File: src/hdl/keypad_debounce_repeat_queue_top_macros.svh
// Assertion macros for the keypad debounce and repeat queue.
// Used by keypad_debounce_repeat_queue_top; expects signals named clock and reset in scope.
`ifndef KEYPAD_DEBOUNCE_REPEAT_QUEUE_TOP_MACROS_SVH
`define KEYPAD_DEBOUNCE_REPEAT_QUEUE_TOP_MACROS_SVH

// Same-cycle implication, disabled during reset
`define KDRQ_ASSERT_NOW(label, ante, cons, msg) \
   label: assert property (@(posedge clock) disable iff (reset) (ante) |-> (cons)) \
      else $error(msg);

// Next-cycle implication, disabled during reset
`define KDRQ_ASSERT_NEXT(label, ante, cons, msg) \
   label: assert property (@(posedge clock) disable iff (reset) (ante) |=> (cons)) \
      else $error(msg);

`endif

File: src/hdl/kdrq_pkg.sv
// Shared types and constants for the keypad debounce and repeat queue.
// No dependencies; used by kdrq_code_ram and keypad_debounce_repeat_queue_top.
`timescale 1ns / 1ps

package kdrq_pkg;

   typedef logic [3:0] key_code_type;
   typedef logic [3:0] key_bits_type;

   // queued key codes
   localparam key_code_type CODE_NONE     = 4'd0;
   localparam key_code_type CODE_UP       = 4'd1;
   localparam key_code_type CODE_DOWN     = 4'd2;
   localparam key_code_type CODE_ESC      = 4'd3;
   localparam key_code_type CODE_ENTER    = 4'd4;
   localparam key_code_type CODE_UPDOWN   = 4'd5;
   localparam key_code_type CODE_ESCENTER = 4'd6;
   localparam key_code_type CODE_UPOFF    = 4'd7;
   localparam key_code_type CODE_DOWNOFF  = 4'd8;

   // bit positions of the qualified key pattern
   localparam int KEY_ESC   = 0;
   localparam int KEY_UP    = 1;
   localparam int KEY_DOWN  = 2;
   localparam int KEY_ENTER = 3;

   // raw bytes that count as a key
   localparam logic [7:0] RAW_ESC   = 8'd1;
   localparam logic [7:0] RAW_UP    = 8'd2;
   localparam logic [7:0] RAW_DOWN  = 8'd4;
   localparam logic [7:0] RAW_ENTER = 8'd8;

   // transaction function codes
   localparam logic FUNC_SCAN = 1'b0;
   localparam logic FUNC_READ = 1'b1;

   // configuration register indexes
   typedef enum logic [1:0] {
      CSR_DEBOUNCE_TICKS = 2'd0,
      CSR_REPEAT_DELAY   = 2'd1,
      CSR_REPEAT_RELOAD  = 2'd2
   } csr_index_type;

   localparam logic [7:0] DEBOUNCE_TICKS_RESET = 8'd10;
   localparam logic [7:0] REPEAT_DELAY_RESET   = 8'd100;
   localparam logic [7:0] REPEAT_RELOAD_RESET  = 8'd80;
   localparam logic [7:0] COUNT_MAX            = 8'hFF;

   localparam int QUEUE_DEPTH_DEFAULT = 16;

endpackage

File: src/hdl/kdrq_code_ram.sv
// Two-bank key code store: entries alternate banks by push order so two codes
// can be written in one cycle. Depends on kdrq_pkg.
`timescale 1ns / 1ps

module kdrq_code_ram #(
   parameter int DEPTH  = kdrq_pkg::QUEUE_DEPTH_DEFAULT,
   parameter int ADDR_W = $clog2(kdrq_pkg::QUEUE_DEPTH_DEFAULT)
) (
   input  logic                   clock,
   input  logic [1:0]             bank_we,
   input  logic [ADDR_W-1:0]      bank_addr  [2],
   input  kdrq_pkg::key_code_type bank_wdata [2],
   input  logic                   rd_en,
   input  logic                   rd_bank,
   input  logic [ADDR_W-1:0]      rd_addr,
   output kdrq_pkg::key_code_type rd_data
);

   kdrq_pkg::key_code_type bank0_mem [DEPTH];
   kdrq_pkg::key_code_type bank1_mem [DEPTH];
   kdrq_pkg::key_code_type rd_data_ff;

   // write each bank at one address
   always_ff @(posedge clock) begin
      if (bank_we[0]) begin
         bank0_mem[bank_addr[0]] <= bank_wdata[0];
      end
      if (bank_we[1]) begin
         bank1_mem[bank_addr[1]] <= bank_wdata[1];
      end
   end

   // registered read, held until the next pop
   always_ff @(posedge clock) begin
      if (rd_en) begin
         rd_data_ff <= rd_bank ? bank1_mem[rd_addr] : bank0_mem[rd_addr];
      end
   end

   assign rd_data = rd_data_ff;

endmodule

File: src/hdl/keypad_debounce_repeat_queue_top.sv
// Keypad debounce, auto-repeat and key code queue: one result per request
// transaction. A request enters an input register and its result is computed in
// a single pass into the response register, so one transaction is accepted per
// cycle while the response channel is free and each result is presented on the
// response channel from that register, stalled only by rsp_ready. A scan tick
// (func 0) qualifies the raw byte, debounces it, queues press, release and repeat
// codes (up to two writes in one cycle into a two-bank store) and answers code 0;
// a read (func 1) pops one code, or 0 when empty.
// The queue holds QUEUE_DEPTH-1 codes; codes queued while full are dropped.
// Depends on kdrq_pkg, kdrq_code_ram and the assertion macro header.
`timescale 1ns / 1ps
`include "keypad_debounce_repeat_queue_top_macros.svh"

module keypad_debounce_repeat_queue_top #(
   parameter int QUEUE_DEPTH = kdrq_pkg::QUEUE_DEPTH_DEFAULT
) (
   input  logic                   clock,
   input  logic                   reset,
   // request channel
   input  logic                   req_valid,
   output logic                   req_ready,
   input  logic                   req_func,
   input  logic [7:0]             req_raw_byte,
   // response channel
   output logic                   rsp_valid,
   input  logic                   rsp_ready,
   output kdrq_pkg::key_code_type rsp_key_code,
   output kdrq_pkg::key_bits_type rsp_pressed_now,
   // configuration write channel
   input  logic                   csr_valid,
   output logic                   csr_ready,
   input  logic [1:0]             csr_index,
   input  logic [7:0]             csr_wdata
);

   localparam int PTR_W = $clog2(QUEUE_DEPTH);
   localparam logic [PTR_W-1:0] PTR_LAST = PTR_W'(QUEUE_DEPTH - 1);
   localparam int SLOTS = 5;

   function automatic logic [PTR_W-1:0] ptr_next(input logic [PTR_W-1:0] p);
      ptr_next = (p == PTR_LAST) ? '0 : p + PTR_W'(1);
   endfunction

   // configuration registers
   logic [7:0] debounce_ticks_ff;
   logic [7:0] repeat_delay_ff;
   logic [7:0] repeat_reload_ff;

   // input stage
   logic       in_valid_ff;
   logic       in_func_ff;
   logic [7:0] in_raw_ff;

   // response stage
   logic                   rsp_valid_ff;
   logic                   rsp_pop_ff;
   kdrq_pkg::key_bits_type rsp_pressed_ff;

   // block state
   logic [PTR_W-1:0]       wr_ptr_ff, wr_ptr_in;
   logic [PTR_W-1:0]       rd_ptr_ff, rd_ptr_in;
   logic                   wr_par_ff, wr_par_in;
   logic                   rd_par_ff, rd_par_in;
   kdrq_pkg::key_bits_type prev_sample_ff, prev_sample_in;
   kdrq_pkg::key_bits_type accepted_ff, accepted_in;
   logic [7:0]             stable_count_ff, stable_count_in;
   kdrq_pkg::key_code_type repeat_code_ff, repeat_code_in;
   logic [7:0]             repeat_count_ff, repeat_count_in;
   logic                   repeat_active_ff, repeat_active_in;
   logic                   up_held_ff, up_held_in;
   logic                   down_held_ff, down_held_in;

   // per-pass signals
   logic                   out_free;
   logic                   advance;
   logic                   is_tick;
   logic                   is_pop;
   logic                   queue_empty;
   kdrq_pkg::key_bits_type sample;
   logic                   key_accept;
   kdrq_pkg::key_bits_type key_on;
   kdrq_pkg::key_bits_type key_off;
   logic [SLOTS-1:0]       slot_req;
   kdrq_pkg::key_code_type slot_code [SLOTS];
   logic [SLOTS-1:0]       slot_ok;
   logic [1:0]             wr_en;
   logic [1:0]             wr_bank;
   logic [PTR_W-1:0]       wr_addr [2];
   kdrq_pkg::key_code_type wr_data [2];
   logic [1:0]             bank_we;
   logic [PTR_W-1:0]       bank_addr [2];
   kdrq_pkg::key_code_type bank_wdata [2];
   kdrq_pkg::key_code_type ram_rd_data;

   // handshakes
   assign out_free    = !rsp_valid_ff || rsp_ready;
   assign advance     = in_valid_ff && out_free;
   assign req_ready   = !in_valid_ff || out_free;
   assign csr_ready   = 1'b1;
   assign is_tick     = advance && (in_func_ff == kdrq_pkg::FUNC_SCAN);
   assign queue_empty = (wr_ptr_ff == rd_ptr_ff);
   assign is_pop      = advance && (in_func_ff == kdrq_pkg::FUNC_READ) && !queue_empty;

   // qualify raw byte: only one-hot key bytes count
   always_comb begin
      if (in_raw_ff == kdrq_pkg::RAW_ESC || in_raw_ff == kdrq_pkg::RAW_UP ||
          in_raw_ff == kdrq_pkg::RAW_DOWN || in_raw_ff == kdrq_pkg::RAW_ENTER) begin
         sample = in_raw_ff[3:0];
      end else begin
         sample = '0;
      end
   end

   // debounce, edge decode, repeat timing and queue pushes
   always_comb begin
      logic [7:0]             sc_inc;
      kdrq_pkg::key_bits_type diff;
      logic                   ra_v;
      logic [7:0]             rcount_v;
      kdrq_pkg::key_code_type rcode_v;
      logic [PTR_W-1:0]       wp_v;
      logic [PTR_W-1:0]       nxt_v;
      logic                   par_v;
      logic                   used0;
      logic                   used1;

      sc_inc = (stable_count_ff == kdrq_pkg::COUNT_MAX) ? stable_count_ff
                                                        : stable_count_ff + 8'd1;
      key_accept = (sample == prev_sample_ff) && (accepted_ff != sample) &&
                   (sc_inc > debounce_ticks_ff);
      diff    = accepted_ff ^ sample;
      key_on  = key_accept ? (diff & sample) : '0;
      key_off = key_accept ? (diff & accepted_ff) : '0;

      ra_v     = repeat_active_ff;
      rcount_v = repeat_count_ff;
      rcode_v  = repeat_code_ff;

      // press of up or down
      slot_req[0]  = key_on[kdrq_pkg::KEY_UP] || key_on[kdrq_pkg::KEY_DOWN];
      slot_code[0] = kdrq_pkg::CODE_DOWN;
      if (key_on[kdrq_pkg::KEY_UP] && key_on[kdrq_pkg::KEY_DOWN]) begin
         slot_code[0] = kdrq_pkg::CODE_UPDOWN;
         ra_v = 1'b0;
      end else if (slot_req[0]) begin
         slot_code[0] = key_on[kdrq_pkg::KEY_UP] ? kdrq_pkg::CODE_UP : kdrq_pkg::CODE_DOWN;
         rcode_v  = slot_code[0];
         rcount_v = '0;
         ra_v     = 1'b1;
      end

      // press of esc or enter
      slot_req[1] = key_on[kdrq_pkg::KEY_ESC] || key_on[kdrq_pkg::KEY_ENTER];
      if (key_on[kdrq_pkg::KEY_ESC] && key_on[kdrq_pkg::KEY_ENTER]) begin
         slot_code[1] = kdrq_pkg::CODE_ESCENTER;
      end else if (key_on[kdrq_pkg::KEY_ESC]) begin
         slot_code[1] = kdrq_pkg::CODE_ESC;
      end else begin
         slot_code[1] = kdrq_pkg::CODE_ENTER;
      end
      if (slot_req[1]) begin
         ra_v = 1'b0;
      end

      // releases of held up or down
      slot_req[2]  = key_off[kdrq_pkg::KEY_UP] && up_held_ff;
      slot_code[2] = kdrq_pkg::CODE_UPOFF;
      slot_req[3]  = key_off[kdrq_pkg::KEY_DOWN] && down_held_ff;
      slot_code[3] = kdrq_pkg::CODE_DOWNOFF;
      if (key_off != '0) begin
         ra_v = 1'b0;
      end

      // auto-repeat
      slot_req[4]  = 1'b0;
      slot_code[4] = rcode_v;
      if (ra_v) begin
         rcount_v = rcount_v + 8'd1;
         if (rcount_v == repeat_delay_ff) begin
            rcount_v    = repeat_reload_ff;
            slot_req[4] = 1'b1;
         end
      end

      // push in order onto the two write ports, dropping when full
      wp_v    = wr_ptr_ff;
      par_v   = wr_par_ff;
      used0   = 1'b0;
      used1   = 1'b0;
      slot_ok = '0;
      wr_en   = '0;
      wr_bank = '0;
      wr_addr[0] = wr_ptr_ff;
      wr_addr[1] = wr_ptr_ff;
      wr_data[0] = kdrq_pkg::CODE_NONE;
      wr_data[1] = kdrq_pkg::CODE_NONE;
      for (int i = 0; i < SLOTS; i++) begin
         nxt_v = ptr_next(wp_v);
         if (is_tick && slot_req[i] && (nxt_v != rd_ptr_ff) && !(used0 && used1)) begin
            slot_ok[i] = 1'b1;
            if (!used0) begin
               used0      = 1'b1;
               wr_en[0]   = 1'b1;
               wr_bank[0] = par_v;
               wr_addr[0] = wp_v;
               wr_data[0] = slot_code[i];
            end else begin
               used1      = 1'b1;
               wr_en[1]   = 1'b1;
               wr_bank[1] = par_v;
               wr_addr[1] = wp_v;
               wr_data[1] = slot_code[i];
            end
            wp_v  = nxt_v;
            par_v = !par_v;
         end
      end

      // next state
      wr_ptr_in        = wr_ptr_ff;
      wr_par_in        = wr_par_ff;
      rd_ptr_in        = rd_ptr_ff;
      rd_par_in        = rd_par_ff;
      prev_sample_in   = prev_sample_ff;
      accepted_in      = accepted_ff;
      stable_count_in  = stable_count_ff;
      repeat_code_in   = repeat_code_ff;
      repeat_count_in  = repeat_count_ff;
      repeat_active_in = repeat_active_ff;
      up_held_in       = up_held_ff;
      down_held_in     = down_held_ff;
      if (is_tick) begin
         wr_ptr_in        = wp_v;
         wr_par_in        = par_v;
         prev_sample_in   = sample;
         repeat_code_in   = rcode_v;
         repeat_count_in  = rcount_v;
         repeat_active_in = ra_v;
         if (sample != prev_sample_ff) begin
            stable_count_in = '0;
         end else if (key_accept) begin
            stable_count_in = '0;
            accepted_in     = sample;
         end else begin
            stable_count_in = sc_inc;
         end
         if (slot_ok[0] && slot_code[0] == kdrq_pkg::CODE_UP) begin
            up_held_in = 1'b1;
         end
         if (slot_ok[0] && slot_code[0] == kdrq_pkg::CODE_DOWN) begin
            down_held_in = 1'b1;
         end
         if (slot_req[2]) begin
            up_held_in = 1'b0;
         end
         if (slot_req[3]) begin
            down_held_in = 1'b0;
         end
      end
      if (is_pop) begin
         rd_ptr_in = ptr_next(rd_ptr_ff);
         rd_par_in = !rd_par_ff;
      end
   end

   // steer write ports to banks; consecutive pushes land in different banks
   always_comb begin
      bank_we       = '0;
      bank_addr[0]  = wr_addr[0];
      bank_addr[1]  = wr_addr[1];
      bank_wdata[0] = wr_data[0];
      bank_wdata[1] = wr_data[1];
      for (int b = 0; b < 2; b++) begin
         if (wr_en[0] && (wr_bank[0] == b[0])) begin
            bank_we[b]    = 1'b1;
            bank_addr[b]  = wr_addr[0];
            bank_wdata[b] = wr_data[0];
         end else if (wr_en[1] && (wr_bank[1] == b[0])) begin
            bank_we[b]    = 1'b1;
            bank_addr[b]  = wr_addr[1];
            bank_wdata[b] = wr_data[1];
         end
      end
   end

   kdrq_code_ram #(
      .DEPTH  (QUEUE_DEPTH),
      .ADDR_W (PTR_W)
   ) u_code_ram (
      .clock      (clock),
      .bank_we    (bank_we),
      .bank_addr  (bank_addr),
      .bank_wdata (bank_wdata),
      .rd_en      (is_pop),
      .rd_bank    (rd_par_ff),
      .rd_addr    (rd_ptr_ff),
      .rd_data    (ram_rd_data)
   );

   // configuration writes
   always_ff @(posedge clock) begin
      if (reset) begin
         debounce_ticks_ff <= kdrq_pkg::DEBOUNCE_TICKS_RESET;
         repeat_delay_ff   <= kdrq_pkg::REPEAT_DELAY_RESET;
         repeat_reload_ff  <= kdrq_pkg::REPEAT_RELOAD_RESET;
      end else if (csr_valid && csr_ready) begin
         unique case (csr_index)
            kdrq_pkg::CSR_DEBOUNCE_TICKS: debounce_ticks_ff <= csr_wdata;
            kdrq_pkg::CSR_REPEAT_DELAY:   repeat_delay_ff   <= csr_wdata;
            kdrq_pkg::CSR_REPEAT_RELOAD:  repeat_reload_ff  <= csr_wdata;
            default: ;
         endcase
      end
   end

   // hold the request transaction until it advances
   always_ff @(posedge clock) begin
      if (reset) begin
         in_valid_ff <= 1'b0;
      end else if (req_valid && req_ready) begin
         in_valid_ff <= 1'b1;
      end else if (advance) begin
         in_valid_ff <= 1'b0;
      end
   end

   always_ff @(posedge clock) begin
      if (req_valid && req_ready) begin
         in_func_ff <= req_func;
         in_raw_ff  <= req_raw_byte;
      end
   end

   // response register
   always_ff @(posedge clock) begin
      if (reset) begin
         rsp_valid_ff <= 1'b0;
         rsp_pop_ff   <= 1'b0;
      end else if (advance) begin
         rsp_valid_ff <= 1'b1;
         rsp_pop_ff   <= is_pop;
      end else if (rsp_ready) begin
         rsp_valid_ff <= 1'b0;
      end
   end

   always_ff @(posedge clock) begin
      if (advance) begin
         rsp_pressed_ff <= prev_sample_in;
      end
   end

   assign rsp_valid       = rsp_valid_ff;
   assign rsp_key_code    = rsp_pop_ff ? ram_rd_data : kdrq_pkg::CODE_NONE;
   assign rsp_pressed_now = rsp_pressed_ff;

   // advance block state
   always_ff @(posedge clock) begin
      if (reset) begin
         wr_ptr_ff        <= '0;
         rd_ptr_ff        <= '0;
         wr_par_ff        <= 1'b0;
         rd_par_ff        <= 1'b0;
         prev_sample_ff   <= '0;
         accepted_ff      <= '0;
         stable_count_ff  <= '0;
         repeat_code_ff   <= kdrq_pkg::CODE_NONE;
         repeat_count_ff  <= '0;
         repeat_active_ff <= 1'b0;
         up_held_ff       <= 1'b0;
         down_held_ff     <= 1'b0;
      end else begin
         wr_ptr_ff        <= wr_ptr_in;
         rd_ptr_ff        <= rd_ptr_in;
         wr_par_ff        <= wr_par_in;
         rd_par_ff        <= rd_par_in;
         prev_sample_ff   <= prev_sample_in;
         accepted_ff      <= accepted_in;
         stable_count_ff  <= stable_count_in;
         repeat_code_ff   <= repeat_code_in;
         repeat_count_ff  <= repeat_count_in;
         repeat_active_ff <= repeat_active_in;
         up_held_ff       <= up_held_in;
         down_held_ff     <= down_held_in;
      end
   end

   // checks
   `KDRQ_ASSERT_NOW(a_empty_bank_align, wr_ptr_ff == rd_ptr_ff, wr_par_ff == rd_par_ff,
      "bank parity out of step with pointers")
   `KDRQ_ASSERT_NOW(a_up_held_key, up_held_ff,
      accepted_ff == kdrq_pkg::key_bits_type'(kdrq_pkg::RAW_UP),
      "up held without up key accepted")
   `KDRQ_ASSERT_NOW(a_down_held_key, down_held_ff,
      accepted_ff == kdrq_pkg::key_bits_type'(kdrq_pkg::RAW_DOWN),
      "down held without down key accepted")
   `KDRQ_ASSERT_NEXT(a_empty_read_zero,
      advance && in_func_ff == kdrq_pkg::FUNC_READ && queue_empty,
      rsp_key_code == kdrq_pkg::CODE_NONE, "read of empty queue returned a code")
   `KDRQ_ASSERT_NEXT(a_tick_pattern, is_tick, rsp_pressed_now == $past(sample),
      "pressed pattern does not follow scan tick")

endmodule

File: config.mk
export PLATFORM = sky130hd
export DESIGN_NAME = keypad_debounce_repeat_queue_top
export DESIGN_NICKNAME = d
export VERILOG_FILES = /design/src/hdl/kdrq_pkg.sv /design/src/hdl/kdrq_code_ram.sv /design/src/hdl/keypad_debounce_repeat_queue_top.sv
export VERILOG_INCLUDE_DIRS = /design/src /design/src/hdl
export SDC_FILE = /design/constraint.sdc
export NUM_CORES = 1
export LEC_CHECK = 0
export BUFFER_PORTS_ARGS = -buffer_cell sky130_fd_sc_hd__buf_2
export CAP_MARGIN = 20
export CORE_ASPECT_RATIO = 1.1
export CORE_MARGIN = 5
export CORE_UTILIZATION = 40
export CTS_CLUSTER_DIAMETER = 120
export CTS_CLUSTER_SIZE = 14
export DETAILED_ROUTE_END_ITERATION = 16
export GPL_TIMING_DRIVEN = 0
export SYNTH_ARGS = -nofsm -noshare
export SYNTH_HDL_FRONTEND = slang
export SYNTH_HIERARCHICAL = 1
export SYNTH_SLANG_ARGS = --single-unit
export TNS_END_PERCENT = 50
File: constraint.sdc
create_clock -name clock -period 12 [get_ports clock]
set_input_delay 0.6 -clock clock [delete_from_list [all_inputs] [get_ports clock]]
set_output_delay 0.6 -clock clock [all_outputs]
set_load 0.02 [all_outputs]
==> results.yml <==
die:
  io_pins: 35
  die_width_um: 173
  die_y_um: 190
  core_um2: 28800
  row_count: 65
  die_area_um2: 32900
  start_util: 0.408
pwr:
  power_density_nw_per_um2: 107
  p_leak_nw: 4.62
  pwr-share-seq: 0.550
  p_sw_w: 0.000315
  p_clk_frac: 0.389
  p_sw_frac: 0.220
  peakVddDrop_mv: 0.110
  comb_power_share: 0.060
  finalPower_w: 0.00143
  p_int_w: 0.00112
synth:
  synth_most_common_cell: "edfxtp_1"
  synth_ff_type: "edfxtp_1"
  synth-simple-area-share: 0.158
  syn_avg_cell_area_um2: 11.1
  ys_seq_area_frac: 0.487
  synthAdderAreaFrac: 0.0277
  ys_seq_elements: 213
  yosys_warnings: 6
  synthesis.area_um2: 11700
  async_reset_ff_frac: 0
  synth_nets: 1107
  synth_top_family_by_area: "simple AND/OR/NAND/NOR gates"
  synth_compound_area_frac: 0.128
  synth_top_area_share: 0.371
  ys_types: 89
  yosys-top-cells-area: "edfxtp_1 37%, dfxtp_1 12%, mux4_2 7.7%, nor2_1 4.0%, a21oi_1 3.2%"
  syn-instance-count: 1057
  muxShareOfSynthArea: 0.127
  netlist.top_cell.by_area: "edfxtp_1"
  synth_xor_xnor_area_share: 0.0404
  synth_edf_count: 145
  ys_top_cells_by_count: "145 x edfxtp_1, 125 x nor2_1, 83 x nand2_1"
drt:
  drc: 0
  vias: 8403
  initialDrtViolationCount: 470
  routedWlPerCell_um: 18.4
  wl_um: 27900
  drtAntennaViolNets: 0
  vias_per_cell: 5.54
  dr.pass1.iters: 5
clock_tree:
  cts_buffer_depth: 3
  ctsHoldBuffers: 0
  cts_buffers: 19
  cts.clk_slew.worst_paths_ns: 0.07
  cts_tree: "done"
  root_buffer: "clkbuf_16"
  clk-insertion-delay-late_ns: 0.49
  ctsHtreeMaxLevel: 1
  cts.sink_count: 213
cells_and_area:
  n_fill_cell: 2693
  syn2layout_area_growth_pct: 14.1
  fin_nets: 1187
  n_antenna_cell: 0
  drive_above_1_share: 0.211
  final_core_utilization: 0.465
global_route:
  grt_max_degree: 17
  antenna_found_initial: 0
  grt_pass1_vias: 8075
  grt_use_total: 0.166
  grt_pass1_wl_um: 44300
  overflow: 0
timing:
  finalSetupViolCount: 0
  worst_slew_margin_rel: 0.260
  fin_crit_sh: 0.950
  worst_slack_ns: 0.598
  holdWs_ns: 0.282
  worstMarginPinSlew_ns: 1.10
  clock_skew_ns: 0.0207
  clock.fmax_mhz: 87.7
  rsz0062_at_grt: "no"
  min_period_ns: 11.40
  hold_viol_final: 0
  slew_violations: 0
status:
  status: "complete, no violations"
setup_path:
  cp-start-kind: "register"
  critPathKind: "reg2reg"
  cp.arrival_ns: 11.58
  cp.required_ns: 12.17
  critPathMaxFanout: 11
  cp_slowest_cell: "or3b_4"
  max_stage_delay_ns: 0.46
  critical_path.endpoint_type: "register"
placement:
  gp_congestion: 0.837
  dpl_worst_slack_ns: -2.22
  port_buffers: 33
  dp_hpwl_um: 21000
hold_path:
  hold_path.class: "in2reg"
flow_run:
  drv_cap: 0
==> cell usage in the layout, fill, tap and decap left out, types with 5 or more instances in the layout <==
cell,instances
edfxtp_1,145
nor2_1,112
nand2_1,81
a21oi_1,72
dfxtp_1,67
clkbuf_1,40
mux4_2,40
inv_1,38
buf_2,38
xnor2_1,31
o21ai_0,30
buf_4,28
mux2_2,24
ha_1,23
nand3_1,19
mux2i_1,19
clkbuf_16,19
and2_1,18
xor2_1,14
a31oi_1,14
nor3_1,13
nand2b_1,13
a22oi_1,13
nand3b_1,12
nand4_1,11
nor2_2,10
nor2b_1,9
a211oi_1,9
and3_1,8
or2_2,7
o211ai_1,7
mux2_4,7
or3_1,6
nor4_1,5
a211o_1,5
o31ai_1,5
buf_6,5
buf_1,5
==> critical path, delay by kind of cell (launching register included) <==
family | cells | cell delay (ns)
AO/OA/AOI/OAI | 19 | 3.52
adder cells (fa/ha/maj) | 6 | 1.37
flip-flops | 1 | 0.35
XOR/XNOR | 2 | 0.37
AND/OR/NAND/NOR | 15 | 2.99
buffers and inverters | 9 | 1.25
multiplexers | 4 | 1.21
==> cell type report <==
type / count / area (um2) / share of cell area
repair buffers: 60 / 365 / 0.0273
plain buffers: 44 / 226 / 0.0169
flip-flops and latches: 213 / 5720 / 0.427
clock buffers: 32 / 524 / 0.0391
well taps: 368 / 460 / 0.0344
multi-input cells: 759 / 5920 / 0.442
inverters: 40 / 155 / 0.0116
clock inverters: 2 / 25.0 / 0.00187
==> repair_timing <==
item                                    CTS  global route
buffers inserted                          7            15
resized for setup                        35            38
endpoints found under the setup margin  261           254
pin swaps                                 6            13
==> cell families after synthesis <==
kind of cell	after synthesis
other	1
xor gates and xnor gates	51
AOI/OAI and AO/OA	222
buffers and inverters	85
DFF	213
muxes	93
adders and majority gates	26
and+or+nand+nor	366
==> path summary, 6_finish.rpt <==
| check | start | to | slack, ns | cells past startpoint |
|---|---|---|---|---|
| max | stable_count_ff[0]$_SDFFE_PP0P_ | u_code_ram/bank0_mem[0][1]$_DFFE_PP_ | 0.60 | 55 |
| max reg2reg | stable_count_ff[0]$_SDFFE_PP0P_ | u_code_ram/bank0_mem[0][1]$_DFFE_PP_ | 0.60 | 55 |
| min | req_raw_byte[3] | in_raw_ff[3]$_DFFE_PP_ | 0.28 | 1 |
| min reg2reg | repeat_code_ff[2]$_SDFFE_PP0P_ | repeat_code_ff[2]$_SDFFE_PP0P_ | 0.47 | 1 |
==> flip-flops by register name (all words and copies together) (netlist names), 4 cells and up <==
signal and flops:
rd_ptr_ff 4, repeat_code_ff 4, accepted_ff 4, rsp_pressed_now 4, repeat_delay_ff 8, u_code_ram/rd_data 4
stable_count_ff 8, u_code_ram/bank0_mem 64, wr_ptr_ff 4, u_code_ram/bank1_mem 64, repeat_reload_ff 8, prev_sample_ff 4
debounce_ticks_ff 8, repeat_count_ff 8, in_raw_ff 8
==> power by group through the flow <==
stage / Clock [W] / Combinational, W / Sequential (W)
6_report: 0.000557 / 0.0000865 / 0.000788
5_1_grt: 0.000606 / 0.0000956 / 0.000788
4_1_cts: 0.000574 / 0.0000838 / 0.000788
3_5_place_dp: 0 / 0.0000823 / 0.000804
3_3_place_gp: 0 / 0.0000815 / 0.000804
2_1_floorplan: 0 / 0.0000581 / 0.000803
==> metrics by stage <==
stage	setup TNS, ns	instances	cell area (um2)
detailed placement	-386.87	1460	12400
CTS	-0.00142	1500	13100
floorplan	0	1057	11700
finish	0	1518	13400
global placement	-369.96	1458	12400
global route	0	1518	13400
==> routing by layer <==
layer	global-route usage	wire [um]
met1	0.217	12400
met2	0.292	13700
met4	0.0384	468
met3	0.0240	1230
met5	0	0
Power figures use the tool's default switching activity.
